--- src/rtl/gbn_pkg.sv ---
// gbn_pkg: types and constants shared by the Go-Back-N sender window.
// No dependencies; used by every module of the block.
package gbn_pkg;

  localparam int SEQ_W = 16;          // sequence number and frame count width
  localparam int CNT_W = SEQ_W + 1;   // base / next counters

  // input commands
  localparam logic [1:0] CMD_START = 2'd0;
  localparam logic [1:0] CMD_TICK  = 2'd1;
  localparam logic [1:0] CMD_ACK   = 2'd2;

  // classified operations handed from front to back
  localparam logic [1:0] OP_START = 2'd0;
  localparam logic [1:0] OP_TICK  = 2'd1;
  localparam logic [1:0] OP_ACK   = 2'd2;
  localparam logic [1:0] OP_NOP   = 2'd3;

  // result kinds
  localparam logic [1:0] KIND_SEND   = 2'd0;
  localparam logic [1:0] KIND_RESEND = 2'd1;
  localparam logic [1:0] KIND_STATUS = 2'd2;

  // configuration register indexes
  localparam logic REG_WINDOW  = 1'b0;
  localparam logic REG_TIMEOUT = 1'b1;

  typedef struct packed {
    logic [1:0]       command;
    logic [SEQ_W-1:0] frame_count;
    logic [SEQ_W-1:0] ack_seq;
  } gbn_item_t;

  typedef struct packed {
    logic [1:0]       kind;
    logic [SEQ_W-1:0] frame_seq;
    logic [CNT_W-1:0] window_base;
    logic             done_res;
    logic             last;
  } gbn_result_t;

  typedef struct packed {
    logic [1:0]       op;
    logic [SEQ_W-1:0] frame_count;
    logic [SEQ_W-1:0] ack_seq;
  } gbn_op_t;

endpackage

--- src/rtl/go_back_n_sender_window.sv ---
// Go-Back-N sender window controller. An accepted input word passes the front
// register, the queue, the pop and the decode before its first result word; an
// ack that slides the window first walks the slide. The back end takes one item
// at a time and gives 1 to WINDOW_MAX+1 result words per item.
// Synchronous reset: base and next at 1, idle, window 8, timeout 100.
module go_back_n_sender_window #(
  parameter int WINDOW_MAX = 8
) (
  input  logic                      clk,
  input  logic                      rst,
  input  logic                      item_valid,
  output logic                      item_stall,
  input  gbn_pkg::gbn_item_t        item,
  output logic                      res_valid,
  input  logic                      res_stall,
  output gbn_pkg::gbn_result_t      res,
  input  logic                      cfg_valid,
  output logic                      cfg_ready,
  input  logic                      cfg_index,
  input  logic [gbn_pkg::SEQ_W-1:0] cfg_data
);

  logic [3:0]                window_size;
  logic [gbn_pkg::SEQ_W-1:0] timeout_ticks;

  logic             f_valid;
  logic             q_full;
  gbn_pkg::gbn_op_t f_word;
  logic             q_valid;
  logic             q_pop;
  gbn_pkg::gbn_op_t q_word;

  assign cfg_ready = 1'b1;

  always_ff @(posedge clk) begin
    if (rst) begin
      window_size   <= 4'd8;
      timeout_ticks <= 16'd100;
    end else if (cfg_valid && cfg_ready) begin
      case (cfg_index)
        gbn_pkg::REG_WINDOW:  window_size   <= cfg_data[3:0];
        gbn_pkg::REG_TIMEOUT: timeout_ticks <= cfg_data;
        default: ;
      endcase
    end
  end

  gbn_front u_front (
    .clk        (clk),
    .rst        (rst),
    .item_valid (item_valid),
    .item_stall (item_stall),
    .item       (item),
    .op_valid   (f_valid),
    .op_full    (q_full),
    .op_word    (f_word)
  );

  gbn_queue u_queue (
    .clk       (clk),
    .rst       (rst),
    .push      (f_valid),
    .full      (q_full),
    .push_word (f_word),
    .pop_valid (q_valid),
    .pop       (q_pop),
    .pop_word  (q_word)
  );

  gbn_back #(
    .WINDOW_MAX (WINDOW_MAX)
  ) u_back (
    .clk           (clk),
    .rst           (rst),
    .window_size   (window_size),
    .timeout_ticks (timeout_ticks),
    .op_valid      (q_valid),
    .op_pop        (q_pop),
    .op_word       (q_word),
    .res_valid     (res_valid),
    .res_stall     (res_stall),
    .res           (res)
  );

endmodule

--- src/rtl/gbn_front.sv ---
// gbn_front: accepts input words, decodes the command and holds one
// classified word for the queue. Depends on gbn_pkg.
module gbn_front (
  input  logic              clk,
  input  logic              rst,
  input  logic              item_valid,
  output logic              item_stall,
  input  gbn_pkg::gbn_item_t item,
  output logic              op_valid,
  input  logic              op_full,
  output gbn_pkg::gbn_op_t  op_word
);

  logic             hold_valid;
  gbn_pkg::gbn_op_t hold;
  logic [1:0]       op_code;

  always_comb begin
    unique case (item.command)
      gbn_pkg::CMD_START: op_code = gbn_pkg::OP_START;
      gbn_pkg::CMD_TICK:  op_code = gbn_pkg::OP_TICK;
      gbn_pkg::CMD_ACK:   op_code = gbn_pkg::OP_ACK;
      default:            op_code = gbn_pkg::OP_NOP;
    endcase
  end

  assign item_stall = hold_valid & op_full;
  assign op_valid   = hold_valid;
  assign op_word    = hold;

  always_ff @(posedge clk) begin
    if (rst) begin
      hold_valid <= 1'b0;
    end else if (!item_stall) begin
      hold_valid <= item_valid;
    end
  end

  always_ff @(posedge clk) begin
    if (item_valid && !item_stall) begin
      hold.op          <= op_code;
      hold.frame_count <= item.frame_count;
      hold.ack_seq     <= item.ack_seq;
    end
  end

endmodule

--- src/rtl/gbn_queue.sv ---
// gbn_queue: two-entry queue of classified words between front and back.
// Depends on gbn_pkg.
module gbn_queue (
  input  logic             clk,
  input  logic             rst,
  input  logic             push,
  output logic             full,
  input  gbn_pkg::gbn_op_t push_word,
  output logic             pop_valid,
  input  logic             pop,
  output gbn_pkg::gbn_op_t pop_word
);

  gbn_pkg::gbn_op_t mem [2];
  logic             wr_ptr;
  logic             rd_ptr;
  logic [1:0]       count;
  logic             do_push;
  logic             do_pop;

  assign full      = (count == 2'd2);
  assign pop_valid = (count != 2'd0);
  assign do_push   = push & ~full;
  assign do_pop    = pop & pop_valid;
  assign pop_word  = mem[rd_ptr];

  always_ff @(posedge clk) begin
    if (rst) begin
      wr_ptr <= 1'b0;
      rd_ptr <= 1'b0;
      count  <= 2'd0;
    end else begin
      if (do_push) wr_ptr <= ~wr_ptr;
      if (do_pop)  rd_ptr <= ~rd_ptr;
      case ({do_push, do_pop})
        2'b10:   count <= count + 2'd1;
        2'b01:   count <= count - 2'd1;
        default: count <= count;
      endcase
    end
  end

  always_ff @(posedge clk) begin
    if (do_push) begin
      mem[wr_ptr] <= push_word;
    end
  end

endmodule

--- src/rtl/gbn_back.sv ---
// gbn_back: window state and sequencer. Executes one classified word at a
// time, walks sends, resend bursts and window slides. Depends on gbn_pkg.
module gbn_back #(
  parameter int WINDOW_MAX = 8
) (
  input  logic                      clk,
  input  logic                      rst,
  input  logic [3:0]                window_size,
  input  logic [gbn_pkg::SEQ_W-1:0] timeout_ticks,
  input  logic                      op_valid,
  output logic                      op_pop,
  input  gbn_pkg::gbn_op_t          op_word,
  output logic                      res_valid,
  input  logic                      res_stall,
  output gbn_pkg::gbn_result_t      res
);

  localparam int IDX_W = (WINDOW_MAX > 1) ? $clog2(WINDOW_MAX) : 1;
  localparam int CW    = gbn_pkg::CNT_W;
  localparam int SW    = gbn_pkg::SEQ_W;
  localparam logic [CW-1:0] WMAX = CW'(WINDOW_MAX);
  localparam logic [SW-1:0] TMAX = '1;

  localparam logic [2:0] S_IDLE   = 3'd0;
  localparam logic [2:0] S_EXEC   = 3'd1;
  localparam logic [2:0] S_SEND   = 3'd2;
  localparam logic [2:0] S_RESEND = 3'd3;
  localparam logic [2:0] S_SLIDE  = 3'd4;
  localparam logic [2:0] S_STATUS = 3'd5;

  logic [2:0]            state;
  gbn_pkg::gbn_op_t      work;
  logic [CW-1:0]         base;
  logic [CW-1:0]         nxt;
  logic [SW-1:0]         total;
  logic [WINDOW_MAX-1:0] marks;    // marks[i]: frame base+i acknowledged
  logic                  running;
  logic [SW-1:0]         tcount;
  logic [CW-1:0]         rs;       // resend walk
  logic                  expire;

  logic                  out_free;
  logic                  res_load;
  logic                  done_now;
  logic [CW-1:0]         win;
  logic                  send;
  logic                  start_timer;
  logic                  run1;
  logic [SW-1:0]         cnt0;
  logic [SW-1:0]         cnt1;
  logic                  expire1;
  logic [CW-1:0]         ack17;
  logic [CW-1:0]         ack_off;
  logic                  ack_in;
  logic [CW-1:0]         rs_inc;

  assign out_free = ~res_valid | ~res_stall;
  assign res_load = out_free & ((state == S_SEND) | (state == S_RESEND) |
                                (state == S_STATUS));
  assign done_now = (base > {1'b0, total});
  assign op_pop   = (state == S_IDLE) & op_valid;
  assign rs_inc   = rs + CW'(1);

  // tick decision: send check, then timer update
  always_comb begin
    if (window_size == 4'd0) begin
      win = CW'(1);
    end else if ({{(CW-4){1'b0}}, window_size} > WMAX) begin
      win = WMAX;
    end else begin
      win = {{(CW-4){1'b0}}, window_size};
    end
    send        = (nxt < base + win) && (nxt <= {1'b0, total});
    start_timer = send && (base == nxt);
    run1        = running | start_timer;
    cnt0        = start_timer ? '0 : tcount;
    cnt1        = (cnt0 == TMAX) ? cnt0 : cnt0 + SW'(1);
    expire1     = run1 && (cnt1 > timeout_ticks);
  end

  always_comb begin
    ack17   = {1'b0, work.ack_seq};
    ack_off = ack17 - base;
    ack_in  = (ack17 >= base) && (ack17 < nxt);
  end

  always_ff @(posedge clk) begin
    if (rst) begin
      state     <= S_IDLE;
      base      <= CW'(1);
      nxt       <= CW'(1);
      total     <= '0;
      marks     <= '0;
      running   <= 1'b0;
      tcount    <= '0;
      res_valid <= 1'b0;
    end else begin
      res_valid <= res_load | (res_valid & res_stall);
      unique case (state)
        S_IDLE: begin
          if (op_valid) state <= S_EXEC;
        end
        S_EXEC: begin
          case (work.op)
            gbn_pkg::OP_START: begin
              total   <= work.frame_count;
              base    <= CW'(1);
              nxt     <= CW'(1);
              marks   <= '0;
              running <= 1'b0;
              tcount  <= '0;
              state   <= S_STATUS;
            end
            gbn_pkg::OP_TICK: begin
              if (send) nxt <= nxt + CW'(1);
              if (run1) begin
                running <= 1'b1;
                tcount  <= expire1 ? '0 : cnt1;
              end
              expire <= expire1;
              rs     <= base;
              if (send) begin
                state <= S_SEND;
              end else if (expire1) begin
                state <= S_RESEND;
              end else begin
                state <= S_STATUS;
              end
            end
            gbn_pkg::OP_ACK: begin
              if (ack_in) begin
                marks[ack_off[IDX_W-1:0]] <= 1'b1;
                if (ack17 == base) begin
                  state <= S_SLIDE;
                end else begin
                  running <= 1'b1;
                  tcount  <= '0;
                  state   <= S_STATUS;
                end
              end else begin
                state <= S_STATUS;
              end
            end
            default: state <= S_STATUS;
          endcase
        end
        S_SEND: begin
          if (out_free) begin
            state <= expire ? S_RESEND : S_IDLE;
          end
        end
        S_RESEND: begin
          if (out_free) begin
            rs <= rs_inc;
            if (rs_inc >= nxt) state <= S_IDLE;
          end
        end
        S_SLIDE: begin
          // one frame per cycle past acknowledged frames
          if (marks[0] && base < nxt) begin
            marks <= marks >> 1;
            base  <= base + CW'(1);
          end else begin
            running <= (base != nxt);
            tcount  <= '0;
            state   <= S_STATUS;
          end
        end
        S_STATUS: begin
          if (out_free) begin
            state <= S_IDLE;
          end
        end
        default: state <= S_IDLE;
      endcase
    end
  end

  // payload registers
  always_ff @(posedge clk) begin
    if (op_pop) work <= op_word;
    if (out_free) begin
      res.window_base <= base;
      res.done_res    <= done_now;
      case (state)
        S_SEND: begin
          res.kind      <= gbn_pkg::KIND_SEND;
          res.frame_seq <= SW'(nxt - CW'(1));
          res.last      <= ~expire;
        end
        S_RESEND: begin
          res.kind      <= gbn_pkg::KIND_RESEND;
          res.frame_seq <= rs[SW-1:0];
          res.last      <= (rs_inc >= nxt);
        end
        default: begin
          res.kind      <= gbn_pkg::KIND_STATUS;
          res.frame_seq <= '0;
          res.last      <= 1'b1;
        end
      endcase
    end
  end

endmodule

--- config.mk ---
export PLATFORM = sky130hd
export DESIGN_NAME = go_back_n_sender_window
export DESIGN_NICKNAME = d
export VERILOG_FILES = /design/src/rtl/gbn_pkg.sv /design/src/rtl/go_back_n_sender_window.sv /design/src/rtl/gbn_front.sv /design/src/rtl/gbn_queue.sv /design/src/rtl/gbn_back.sv
export SDC_FILE = /design/constraint.sdc
export NUM_CORES = 1
export LEC_CHECK = 0
export BUFFER_PORTS_ARGS = -buffer_cell sky130_fd_sc_hd__buf_2
export CORE_ASPECT_RATIO = 1.25
export CORE_MARGIN = 2
export CORE_UTILIZATION = 50
export DETAILED_ROUTE_END_ITERATION = 10
export HOLD_SLACK_MARGIN = 0.1
export PLACE_DENSITY = 0.72
export SETUP_SLACK_MARGIN = 0.5
export SLEW_MARGIN = 20
export SYNTH_ARGS = -nofsm -noshare
export SYNTH_HDL_FRONTEND = slang
export SYNTH_SLANG_ARGS = --single-unit
--- constraint.sdc ---
create_clock -name clk -period 12 [get_ports clk]
set_clock_uncertainty 0.05 [all_clocks]
set_input_delay 1.2 -clock clk [delete_from_list [all_inputs] [get_ports clk]]
set_output_delay 1.2 -clock clk [all_outputs]
set_load 0.03 [all_outputs]
---- Yosys cells after proc, flatten, opt, wreduce, memory -nomap -nowiden ----
Memory sizes are Yosys's and may differ from the RTL's. A register that Yosys moved wholly into a read port is not among the register bits.
Cells that the tools add are included.
storage, ports and cells
  memory bits (writable) .................. 68
  memories kept ........................... 1
  logic and storage cells ................. 173
  register bits ........................... 193
  bits of input ports ..................... 56
  output and inout bits ................... 40
cells by class
  multiplexer cells ....................... 50
  reduce and logical (&&, ||, !) cells .... 27
  magnitude comparators ................... 11
  eq/ne operators ......................... 31
  bitwise gates (word level) .............. 20
  add/subtract/negate cells ............... 9
memory list
  name         words  width  read ports  clocked after Yosys merged registers in  write ports  line             text
  u_queue.mem  2      34     1           1                                        1            gbn_queue.sv:14  gbn_pkg::gbn_op_t mem [2];
operators with widths
  cell                                            count
  2-to-1 mux 16 bit                               7
  case mux 17 bit (2 select lines)                3
  2-to-1 mux 17 bit                               5
  adder 17 x 1 -> 17 bit (second input constant)  3
  case mux 16 bit (3 select lines)                1
  case mux 18 bit (2 select lines)                1
  < comparator 17 bit                             2
  case mux 16 bit (2 select lines)                1
  case mux 8 bit (2 select lines)                 2
  2-to-1 mux 3 bit                                8
  case mux 3 bit (6 select lines)                 1
  adder 17 x 4 -> 17 bit                          1
  equality test 16 x 17 -> 1 bit                  1
  equality test 17 bit                            1
  >= comparator 16 x 17 -> 1 bit                  1
  >= comparator 17 bit                            1
  > comparator 17 x 16 -> 1 bit                   1
  less-or-equal comparator 17 x 16 -> 1 bit       1
  < comparator 16 x 17 -> 1 bit                   1
  != test 17 bit                                  1
  adder 16 x 1 -> 16 bit (second input constant)  1
  equality test 16 bit (second input constant)    1
  > comparator 16 bit                             1
  2-to-1 mux 8 bit                                2
  40 further kinds                                100

---- Depth between registers and ports, before layout ----
Gate-level depths: netlist of the first run.
  word-level depth ........................ 16
  depth in mapped cells ................... 36
  depth with buffers taken out ............ 34

---- Hierarchy ----
A second synthesis of the first run with hierarchy kept.
unflattened totals
  cells, all modules ...................... 1,464
  area total of the unflattened synthesis .. 15,657.5 um2
by module, submodules not included
  module                   area each (um2)  times used  cells an instance
  gbn_back                 11,040.6         1           1,202
  gbn_queue                2,671.3          1           132
  gbn_front                1,074.8          1           41
  go_back_n_sender_window  870.8            1           89

---- Worst setup path before layout of the first run ----
No wires, ideal clock.
  kind .................................... register -> register
  start point ............................. register window_size[1]
  end point ............................... register u_back.tcount[11]
  path buffers ............................ 2
  setup slack ............................. 5,146 ps
  arrival time ............................ 6,743 ps
  period minus slack after synthesis ...... 6,854 ps
  stages on the path, launching flop included .. 37
  path through ............................ dfxtp_1 -> nor2_1 -> nor2_1 -> nor2_1 -> ha_1 -> fa_1 -> a21o_1 -> a21oi_1 -> nor4_1 -> nand2_1 -> nor2_1 -> xnor2_1 -> ha_1 -> nand4_1 -> or2_2 -> o22a_1 -> and3_1 -> nand2_1 -> clkbuf_1 -> and2_1 -> ha_1 -> nand2_1 -> nor2_1 -> or2_2 -> nor3_1 -> xor2_1 -> and2_1 -> ha_1 -> a211oi_1 -> o21ai_0 -> o211ai_1 -> a21oi_1 -> a211oi_1 -> o311ai_2 -> nor3_1 -> buf_2 -> a32o_1
between the ends
  cells in the longest elaborated chain, start to end .. 16
  elaborated cells on any way between the ends .. 21
  those cells by class .................... add/sub (2); order compare (3); eq/ne (2); mux (8); bitwise (1); reduce/logical (5)
ends and longest elaborated chain
  what                                                                   line                           text
  start: declaration                                                     go_back_n_sender_window.sv:23  logic [3:0] window_size;
  start signal: assignment                                               go_back_n_sender_window.sv:41  gbn_pkg::REG_WINDOW: window_size <= cfg_data[3:0];
  > comparator 4 bit                                                     gbn_back.sv:68                 end else if ({{(CW-4){1'b0}}, window_size} > WMAX) begin
  2-to-1 mux 4 bit                                                       gbn_back.sv:68
  2-to-1 mux 4 bit (*)                                                   gbn_back.sv:66                 if (window_size == 4'd0) begin
  adder 17 x 4 -> 17 bit (*)                                             gbn_back.sv:73                 send = (nxt < base + win) && (nxt <= {1'b0, total});
  < comparator 17 bit (*)                                                gbn_back.sv:73
  logical AND 1 bit (*)                                                  gbn_back.sv:73
  logical AND 1 bit (*)                                                  gbn_back.sv:74                 start_timer = send && (base == nxt);
  2-to-1 mux 16 bit                                                      gbn_back.sv:76                 cnt0 = start_timer ? '0 : tcount;
  adder 16 x 1 -> 16 bit / equality test 16 bit (equally long branches)  gbn_back.sv:77                 cnt1 = (cnt0 == TMAX) ? cnt0 : cnt0 + SW'(1);
  2-to-1 mux 16 bit                                                      gbn_back.sv:77
  > comparator 16 bit                                                    gbn_back.sv:78                 expire1 = run1 && (cnt1 > timeout_ticks);
  logical AND 1 bit                                                      gbn_back.sv:78
  2-to-1 mux 16 bit                                                      gbn_back.sv:118                tcount <= expire1 ? '0 : cnt1;
  2-to-1 mux 16 bit                                                      gbn_back.sv:116                if (run1) begin
  case mux 16 bit (3 select lines)                                       gbn_back.sv:104                case (work.op)
  case mux 16 bit (2 select lines)                                       gbn_back.sv:99                 unique case (state)
  end signal: assignment                                                 gbn_back.sv:118
  end: declaration                                                       gbn_back.sv:38                 logic [SW-1:0] tcount;
Mark *: on every way between the ends. The rest lies on a longest branch, timed or not. The select of a mux whose other input is x is not followed.
A chain may end at the register's enable or synchronous reset.

---- Worst setup path after layout of the first run ----
  start point ............................. register u_back.base[0]
  end point ............................... register u_back.tcount[5]
between the ends
  cells in the longest elaborated chain, start to end .. 13
  elaborated cells on any way between the ends .. 26
  those cells by class .................... add/sub (2); order compare (4); eq/ne (7); mux (6); bitwise (1); reduce/logical (6)
ends and longest elaborated chain
  what                                                                   line             text
  start: declaration                                                     gbn_back.sv:33   logic [CW-1:0] base;
  start signal: assignment                                               gbn_back.sv:162  base <= base + CW'(1);
  adder 17 x 4 -> 17 bit                                                 gbn_back.sv:73
  < comparator 17 bit                                                    gbn_back.sv:73
  logical AND 1 bit                                                      gbn_back.sv:73
  logical AND 1 bit                                                      gbn_back.sv:74
  2-to-1 mux 16 bit                                                      gbn_back.sv:76
  adder 16 x 1 -> 16 bit / equality test 16 bit (equally long branches)  gbn_back.sv:77
  2-to-1 mux 16 bit                                                      gbn_back.sv:77
  > comparator 16 bit                                                    gbn_back.sv:78
  logical AND 1 bit                                                      gbn_back.sv:78
  2-to-1 mux 16 bit                                                      gbn_back.sv:118
  2-to-1 mux 16 bit                                                      gbn_back.sv:116
  case mux 16 bit (3 select lines)                                       gbn_back.sv:104
  case mux 16 bit (2 select lines)                                       gbn_back.sv:99
Parallel ways exist; a longest one is shown, timed or not. The select of a mux whose other input is x is not followed.

==> results.env, run 1 <==
SYNTH_TOP_CELLS_BY_AREA='sky130_fd_sc_hd__edfxtp_1 37%, sky130_fd_sc_hd__dfxtp_1 14%, sky130_fd_sc_hd__ha_1 12%'
ANTENNADIODECOUNT=0
STATIC_LEAKAGE_nW=6.58
NUMBER_OF_CELLS_IN_THE_DESIGN_AFTER_PLACEMENT=1912
POST_SYNTH_NUM_CELL_TYPES=72
ASYNC_FLOP_SHARE=0
CLOCK_TREE.HTREE_LEVEL_COUNT=1
CPMAXSTAGEDELAYCELL='sky130_fd_sc_hd__nor4_1'
CLK_PIN_SLEW_WORST_PATHS_NS=0.06
SYNTHCELLS=1451
DR_TOTAL_VIAS=11288
WORST_PIN_SLEW_NS=1.03
CORE_AREA_UM2=30200
MIN_PATH_TYPE='flip-flop to flip-flop'
MAPPEDNETLISTNETS=1651
NFILLCELLS=2604
FIN_HOLD_WS_NS=0.391
DRTANTENNAVIOLNETS=0
FLOORPLAN.INITIALDENSITY=0.509
CLOCK_BUFFER_DEPTH=3
PRE_CTS_SLACK_NS=4.00
TIMING.FINAL.CRIT_SHARE=0.677
CRITICAL_PATH_ARRIVAL_NS=8.57
UTILIZATION=0.573
DIE_WIDTH_UM=161
FINAL-MAX-SLEW-VIOLATION-COUNT=0
SYNTH-EDFF-COUNT=191
NETS=1743
TOP_LEVEL_PORTS=96
TRITONCTS='built'
FIRST_PASS_GRT_WIRE_LENGTH_UM=58000
DR.FIRST_ITER.DRC_COUNT=756
FIN_WS_NS=3.88
NUMCTSBUFFERS=30
POST_DRT_WL_PER_CELL_UM=18.8
SYNTHDOMINANTCELLAREASHARE=0.373
SYNTH-SEQ-CELLS=295
TIMING.CRITICAL_PATH.TO_TYPE='flip-flop'
CTS_ROOT_BUFFER='sky130_fd_sc_hd__clkbuf_16'
DETAIL_ROUTE.VIAS_PER_CELL=5.74
WORST-ENDPOINT-REQUIRED_NS=12.45
PLACE_CONGESTION=0.968
MAX_IR_DROP_VDD_V=0.000141
NUMBER_OF_CELLS_ON_THE_WORST_HOLD_PATH=0
ROW_COUNT=71
WORST-PATH-MAX-FANOUT=19
NUMPORTBUFFERS=94
SYN-CELL-AREA_UM2=15400
CRIT_TOP_CELL='sky130_fd_sc_hd__ha_1'
NUMCLOCKSINKS=295
WP_BUF_INV=1
FIRST_PASS_ITERS=5
LAYOUT-DRIVE-GT1-SHARE=0.133
DIEAREA_UM2=32200
DRV_CAP=0
GRT_UTIL_ALL_LAYERS=0.229
GRT_START_MAX_NET_PINS=60
SEQ_AREA_UM2=7820
UNREPAIRED_SETUP_ENDPOINTS_AFTER_GLOBAL_ROUTING='no'
FINALWIRELENGTH_UM=37000
YOSYSTOPAREACELL='sky130_fd_sc_hd__edfxtp_1'
SEQUENTIAL_ELEMENT_SHARE_OF_THE_SYNTHESIZED_AREA=0.509
FINAL_HPWL_DP_UM=27900
GRT_PASS1_VIAS=10846
FINALSETUPTNS_NS=0
GRT_REMAINING_OVERFLOW=0
TIMING.CRITICAL_PATH.DEPTH=32
POST-SYNTH-TOP-COUNT-CELL='sky130_fd_sc_hd__edfxtp_1'
MULTI_INPUT_COMB_AREA_UM2=7070
SETUP.WORST_PATH.CLASS='flip-flop to flip-flop'
CP_SLOWEST_STAGE_DELAY_NS=0.55
CLOCK.FMAX_MHz=123
CRIT_FAMILY='simple AND/OR/NAND/NOR gates'
DIE_H_UM=200
TIMING_HOLD_VIOLATIONS_FINAL=0
FF2FF_PATH_DEPTH=32
MAX_SLEW_HEADROOM_AT_THE_WORST_PIN=0.312
ANTENNA_VIOLATIONS_BEFORE_REPAIR=0
CRITICAL_PATH.STARTPOINT_TYPE='flip-flop'
YS_DOMINANT_REG_CELL='sky130_fd_sc_hd__edfxtp_1'
POST-ROUTE-MIN-PERIOD_NS=8.12
AREA_GROWTH_PCT=12.6
SYNTHTOPCELLSBYCOUNT='191 x sky130_fd_sc_hd__edfxtp_1, 156 x sky130_fd_sc_hd__nand2_1, 142 x sky130_fd_sc_hd__ha_1'
SETUP-VIOLATIONS-FINAL=0
CTSRESIZECOUNT=0
SYNTHESIS.YOSYS.WARNINGS=0
CTS.REPAIR_TIMING.SETUP_BUFFER_COUNT=0
PWR_DENSITY_CELL_nW_PER_UM2=170
DR_DRC_COUNT=0
OUTCOME='finished clean'
CLOCK_LATENCY_NS=0.56
FIN_CELLS=1968
SYN-MEAN-INSTANCE-AREA_UM2=10.6
CTS.HOLD.BUFFERS_ADDED=0
metal layers:
layer / vias up / global-route usage / routed length, um
met3: 80 / 0.0281 / 1900
met2: 336 / 0.401 / 17800
met5: - / 0 / 0
met4: 0 / 0.0989 / 1570
met1: 5371 / 0.290 / 15700
li1: 5501 / - / -
cells by family (layout without fill, tap and decap cells):
| logic type | count (synthesis) | count (layout) | synth area share |
|---|---|---|---|
| AND/OR/NAND/NOR | 472 | 472 | 0.145 |
| flip-flops | 295 | 295 | 0.509 |
| AO/OA/AOI/OAI | 283 | 283 | 0.116 |
| adder cells (fa/ha/maj) | 144 | 144 | 0.118 |
| buffers and inverters | 131 | 247 | 0.0330 |
| XOR/XNOR | 76 | 76 | 0.0433 |
| multiplexers | 49 | 49 | 0.0348 |
| other | 1 | 1 | 0.000244 |
report_power, final:
group	internal (W)	switching, W	leakage (nW)
sequential	0.00122	0.0000649	2.72
combinational	0.000242	0.000433	3.36
clock	0.000578	0.000396	0.499
total	0.00204	0.000893	6.58
through the flow:
| stage | total power, W | cell area, um^2 |
|---|---|---|
| CTS | 0.00295 | 17300 |
| global route | 0.00307 | 17300 |
| detailed placement | 0.00197 | 16300 |
| floorplan | 0.00179 | 15400 |
| global placement | 0.00196 | 16300 |
| finish | 0.00294 | 17300 |
cells in the final DEF (no fill, tap or decap), types with 36 or more instances in the layout:
cell type / instances
sky130_fd_sc_hd__nand2_1: 155
sky130_fd_sc_hd__xnor2_1: 62
sky130_fd_sc_hd__dfxtp_1: 104
sky130_fd_sc_hd__nand4_1: 39
sky130_fd_sc_hd__edfxtp_1: 191
sky130_fd_sc_hd__nor2_1: 125
sky130_fd_sc_hd__inv_1: 84
sky130_fd_sc_hd__o21ai_0: 54
sky130_fd_sc_hd__mux2_2: 36
sky130_fd_sc_hd__nand3_1: 40
sky130_fd_sc_hd__buf_2: 94
sky130_fd_sc_hd__ha_1: 142
sky130_fd_sc_hd__a21oi_1: 109
worst paths after layout:
check / slack [ns] / startpoint / to
worst max-delay path: 3.88 / u_back.base[0] / u_back.tcount[5]
worst min-delay path: 0.39 / u_front.op_word[6] / u_queue.mem[1][6]
worst max register to register: 3.88 / u_back.base[0] / u_back.tcount[5]
worst min register to register: 0.39 / u_front.op_word[6] / u_queue.mem[1][6]
worst reg2reg max path, delay by kind of cell, from the launching register on:
family | cells | cell delay [ns]
buffers and inverters | 1 | 0.26
AND/OR/NAND/NOR | 14 | 3.86
AO/OA/AOI/OAI | 10 | 1.79
flip-flops | 1 | 0.54
adder cells (fa/ha/maj) | 5 | 1.35
XOR/XNOR | 2 | 0.23
registers in the layout, summed over array words and instances, names as in the netlist, 2 cells and up:
name             count
u_queue.mem         68
u_back.res          37
u_front.op_word     34
u_back.work         18
u_back.base         17
u_back.nxt          17
u_back.rs           17
timeout_ticks       16
u_back.ack17        16
u_back.tcount       16
u_back.total        16
u_back.marks         8
window_size          4
u_back.state         3
u_queue.count        2
area by class of cell:
type,instances,area share
clock buffer,31,0.0448
clock inverter,25,0.0155
sequential,295,0.452
inverter,86,0.0187
timing repair buffer,105,0.0320
tap,401,0.0290
multi-input combinational,1025,0.408
Note: power is estimated with default switching activity, not from simulation.
==> run 2: changes to the inputs <==
- clock period: 12 -> 7.5 ns (I/O delays scaled with it)
==> results.env, run 2 (same netlist as run 1, synthesis figures left out) <==
DIE_H_UM=200  # unchanged
AREA_GROWTH_PCT=12.8
FLOORPLAN.INITIALDENSITY=0.509  # unchanged
NUMCTSBUFFERS=29  # -3.3%
UNREPAIRED_SETUP_ENDPOINTS_AFTER_GLOBAL_ROUTING='no'
CP_SLOWEST_STAGE_DELAY_NS=0.55  # about the same
FINAL-MAX-SLEW-VIOLATION-COUNT=0  # unchanged
GRT_START_MAX_NET_PINS=60  # unchanged
MAX_IR_DROP_VDD_V=0.000216  # +52%
POST_DRT_WL_PER_CELL_UM=18.7  # -0.35%
DETAIL_ROUTE.VIAS_PER_CELL=5.69  # -0.85%
FIN_HOLD_WS_NS=0.320  # -0.0707 ns
FINALSETUPTNS_NS=0  # unchanged
MOSTFREQUENTLAYOUTCELL='sky130_fd_sc_hd__edfxtp_1'
CRITICAL_PATH.STARTPOINT_TYPE='flip-flop'
NUMPORTBUFFERS=94  # unchanged
OUTCOME='finished clean'
WP_BUF_INV=2  # +1
CPMAXSTAGEDELAYCELL='sky130_fd_sc_hd__dfxtp_1'
TIMING.CRITICAL_PATH.TO_TYPE='flip-flop'
UTILIZATION=0.574  # +0.000953
DR_TOTAL_VIAS=11249  # -0.35%
SETUP.WORST_PATH.CLASS='flip-flop to flip-flop'
FINAL_HPWL_DP_UM=27900  # about the same
CLOCK_LATENCY_NS=0.56  # about the same
SETUP-VIOLATIONS-FINAL=0  # unchanged
PWR_DENSITY_CELL_nW_PER_UM2=264  # +56%
GRT_UTIL_ALL_LAYERS=0.232  # +0.00217
HOLDCRITSTARTPOINT='item[4]'
TRITONCTS='built'
LARGEST_REGISTER_BY_FLOP_COUNT='u_queue.mem'
CLOCK_TREE.HTREE_LEVEL_COUNT=1  # unchanged
DIE_WIDTH_UM=161  # unchanged
DRV_CAP=0  # unchanged
CORE_AREA_UM2=30200  # unchanged
PLACE_CONGESTION=0.934  # -3.6%
PRE_CTS_SLACK_NS=0.514  # -3.49 ns
LAYOUT-DRIVE-GT1-SHARE=0.143  # +0.00930
NUMCLOCKSINKS=295  # unchanged
DRTANTENNAVIOLNETS=0  # unchanged
MIN_PATH_TYPE='input pin to flip-flop'
CLK_PIN_SLEW_WORST_PATHS_NS=0.07  # about the same
GRT_PASS1_VIAS=10886  # +0.37%
DR.FIRST_ITER.DRC_COUNT=704  # -6.9%
CRITICAL_PATH_ARRIVAL_NS=7.01  # -1.56 ns
FIRST_PASS_ITERS=5  # unchanged
FIN_WS_NS=0.916  # -2.97 ns
WORST_PIN_SLEW_NS=1.03  # +0.00707 ns
TIMING.FINAL.CRIT_SHARE=0.878  # +0.201
STATIC_LEAKAGE_nW=6.59  # +0.20%
TIMING.RR.START='u_back.base[9]'
DIEAREA_UM2=32200  # unchanged
ROW_COUNT=71  # unchanged
WORST-PATH-MAX-FANOUT=7  # -12
CRITPATHLAUNCH='u_back.base[9]'
CRIT_FAMILY='simple AND/OR/NAND/NOR gates'
TOP_LEVEL_PORTS=96  # unchanged
TIMING_HOLD_VIOLATIONS_FINAL=0  # unchanged
LAYOUT_COMMON_CELLS='191 x sky130_fd_sc_hd__edfxtp_1, 153 x sky130_fd_sc_hd__nand2_1, 141 x sky130_fd_sc_hd__ha_1'
NETS=1755  # +0.69%
CTS_ROOT_BUFFER='sky130_fd_sc_hd__clkbuf_16'
CLOCK_BUFFER_DEPTH=3  # unchanged
FIRST_PASS_GRT_WIRE_LENGTH_UM=58600  # +0.89%
CLOCK.FMAX_MHz=152  # +23%
LARGEST_REGISTER_FFS=68  # unchanged
MAX_SLEW_HEADROOM_AT_THE_WORST_PIN=0.307  # -0.00475
ANTENNA_VIOLATIONS_BEFORE_REPAIR=0  # unchanged
GRT_REMAINING_OVERFLOW=0  # unchanged
POST-ROUTE-MIN-PERIOD_NS=6.58  # -1.53 ns
FINALWIRELENGTH_UM=37000  # +0.16%
WORST-ENDPOINT-REQUIRED_NS=7.93  # -4.52 ns
ANTENNADIODECOUNT=0  # unchanged
DR_DRC_COUNT=0  # unchanged
-- run 2: cell types whose count changed in the layout (fill, tap and decap cells not counted), moves of 2 or more --
cell,delta
sky130_fd_sc_hd__bufinv_16,-3
sky130_fd_sc_hd__clkbuf_16,-2
sky130_fd_sc_hd__clkinv_2,-2
sky130_fd_sc_hd__nand2_2,+2
sky130_fd_sc_hd__nand2_1,-2
sky130_fd_sc_hd__clkinv_1,-2
sky130_fd_sc_hd__buf_4,+13
sky130_fd_sc_hd__nor4_1,-2
sky130_fd_sc_hd__clkbuf_1,+5
sky130_fd_sc_hd__clkinv_4,-2
-- run 2: final timing paths --
check | endpoint | slack [ns] | cells past startpoint
max | u_back.tcount[7] | 0.92 | 30
min | u_front.op_word[4] | 0.32 | 1
max reg2reg | u_back.tcount[7] | 0.92 | 30
min reg2reg | u_queue.mem[0][24] | 0.39 | 0
-- run 2: repair_timing --
item                                   4_1_cts  5_1_grt
hold buffers                                 0        0
setup endpoints to repair                    1       19
setup buffers                                0        2
gates resized for setup                      1       13
endpoints found under the hold margin        0        0
pin swaps                                    0        3
-- run 2: area by class of cell --
class,count,area (um^2)
clock buffers,35,758
fillers,2587,12900
clock inverters,18,159
inverters,86,323
repair buffers,118,651
well taps,401,502
multi-input cells,1025,7120
flip-flops and latches,295,7820
-- run 2: per-stage QoR --
step / area, um^2 / instances / total power [W]
floorplan: 15400 / 1451 / 0.00286
global placement: 16300 / 1923 / 0.00315
detailed placement: 16300 / 1923 / 0.00318
CTS: 17300 / 1976 / 0.00460
global route: 17300 / 1978 / 0.00481
finish: 17300 / 1978 / 0.00458
-- run 2: layer usage --
metal,track usage,wire length (um),up-vias
met4,0.0956,1490,0
met2,0.404,18000,338
met1,0.296,15500,5308
li1,-,-,5514
met3,0.0254,1990,89
met5,0,0,-
-- run 2: report_power, final --
part	total, W	switching [W]	internal [W]
clock	0.00141	0.000617	0.000792
combinational	0.00111	0.000701	0.000406
sequential	0.00207	0.000109	0.00196
-- run 2: worst reg2reg max path, delay by kind of cell (launching register included) --
family | cells | cell delay (ns)
buffers and inverters | 2 | 0.36
adders and majority gates | 3 | 0.71
AOI/OAI and AO/OA | 8 | 1.29
xor gates and xnor gates | 2 | 0.37
DFF | 1 | 0.55
and+or+nand+nor | 15 | 3.21
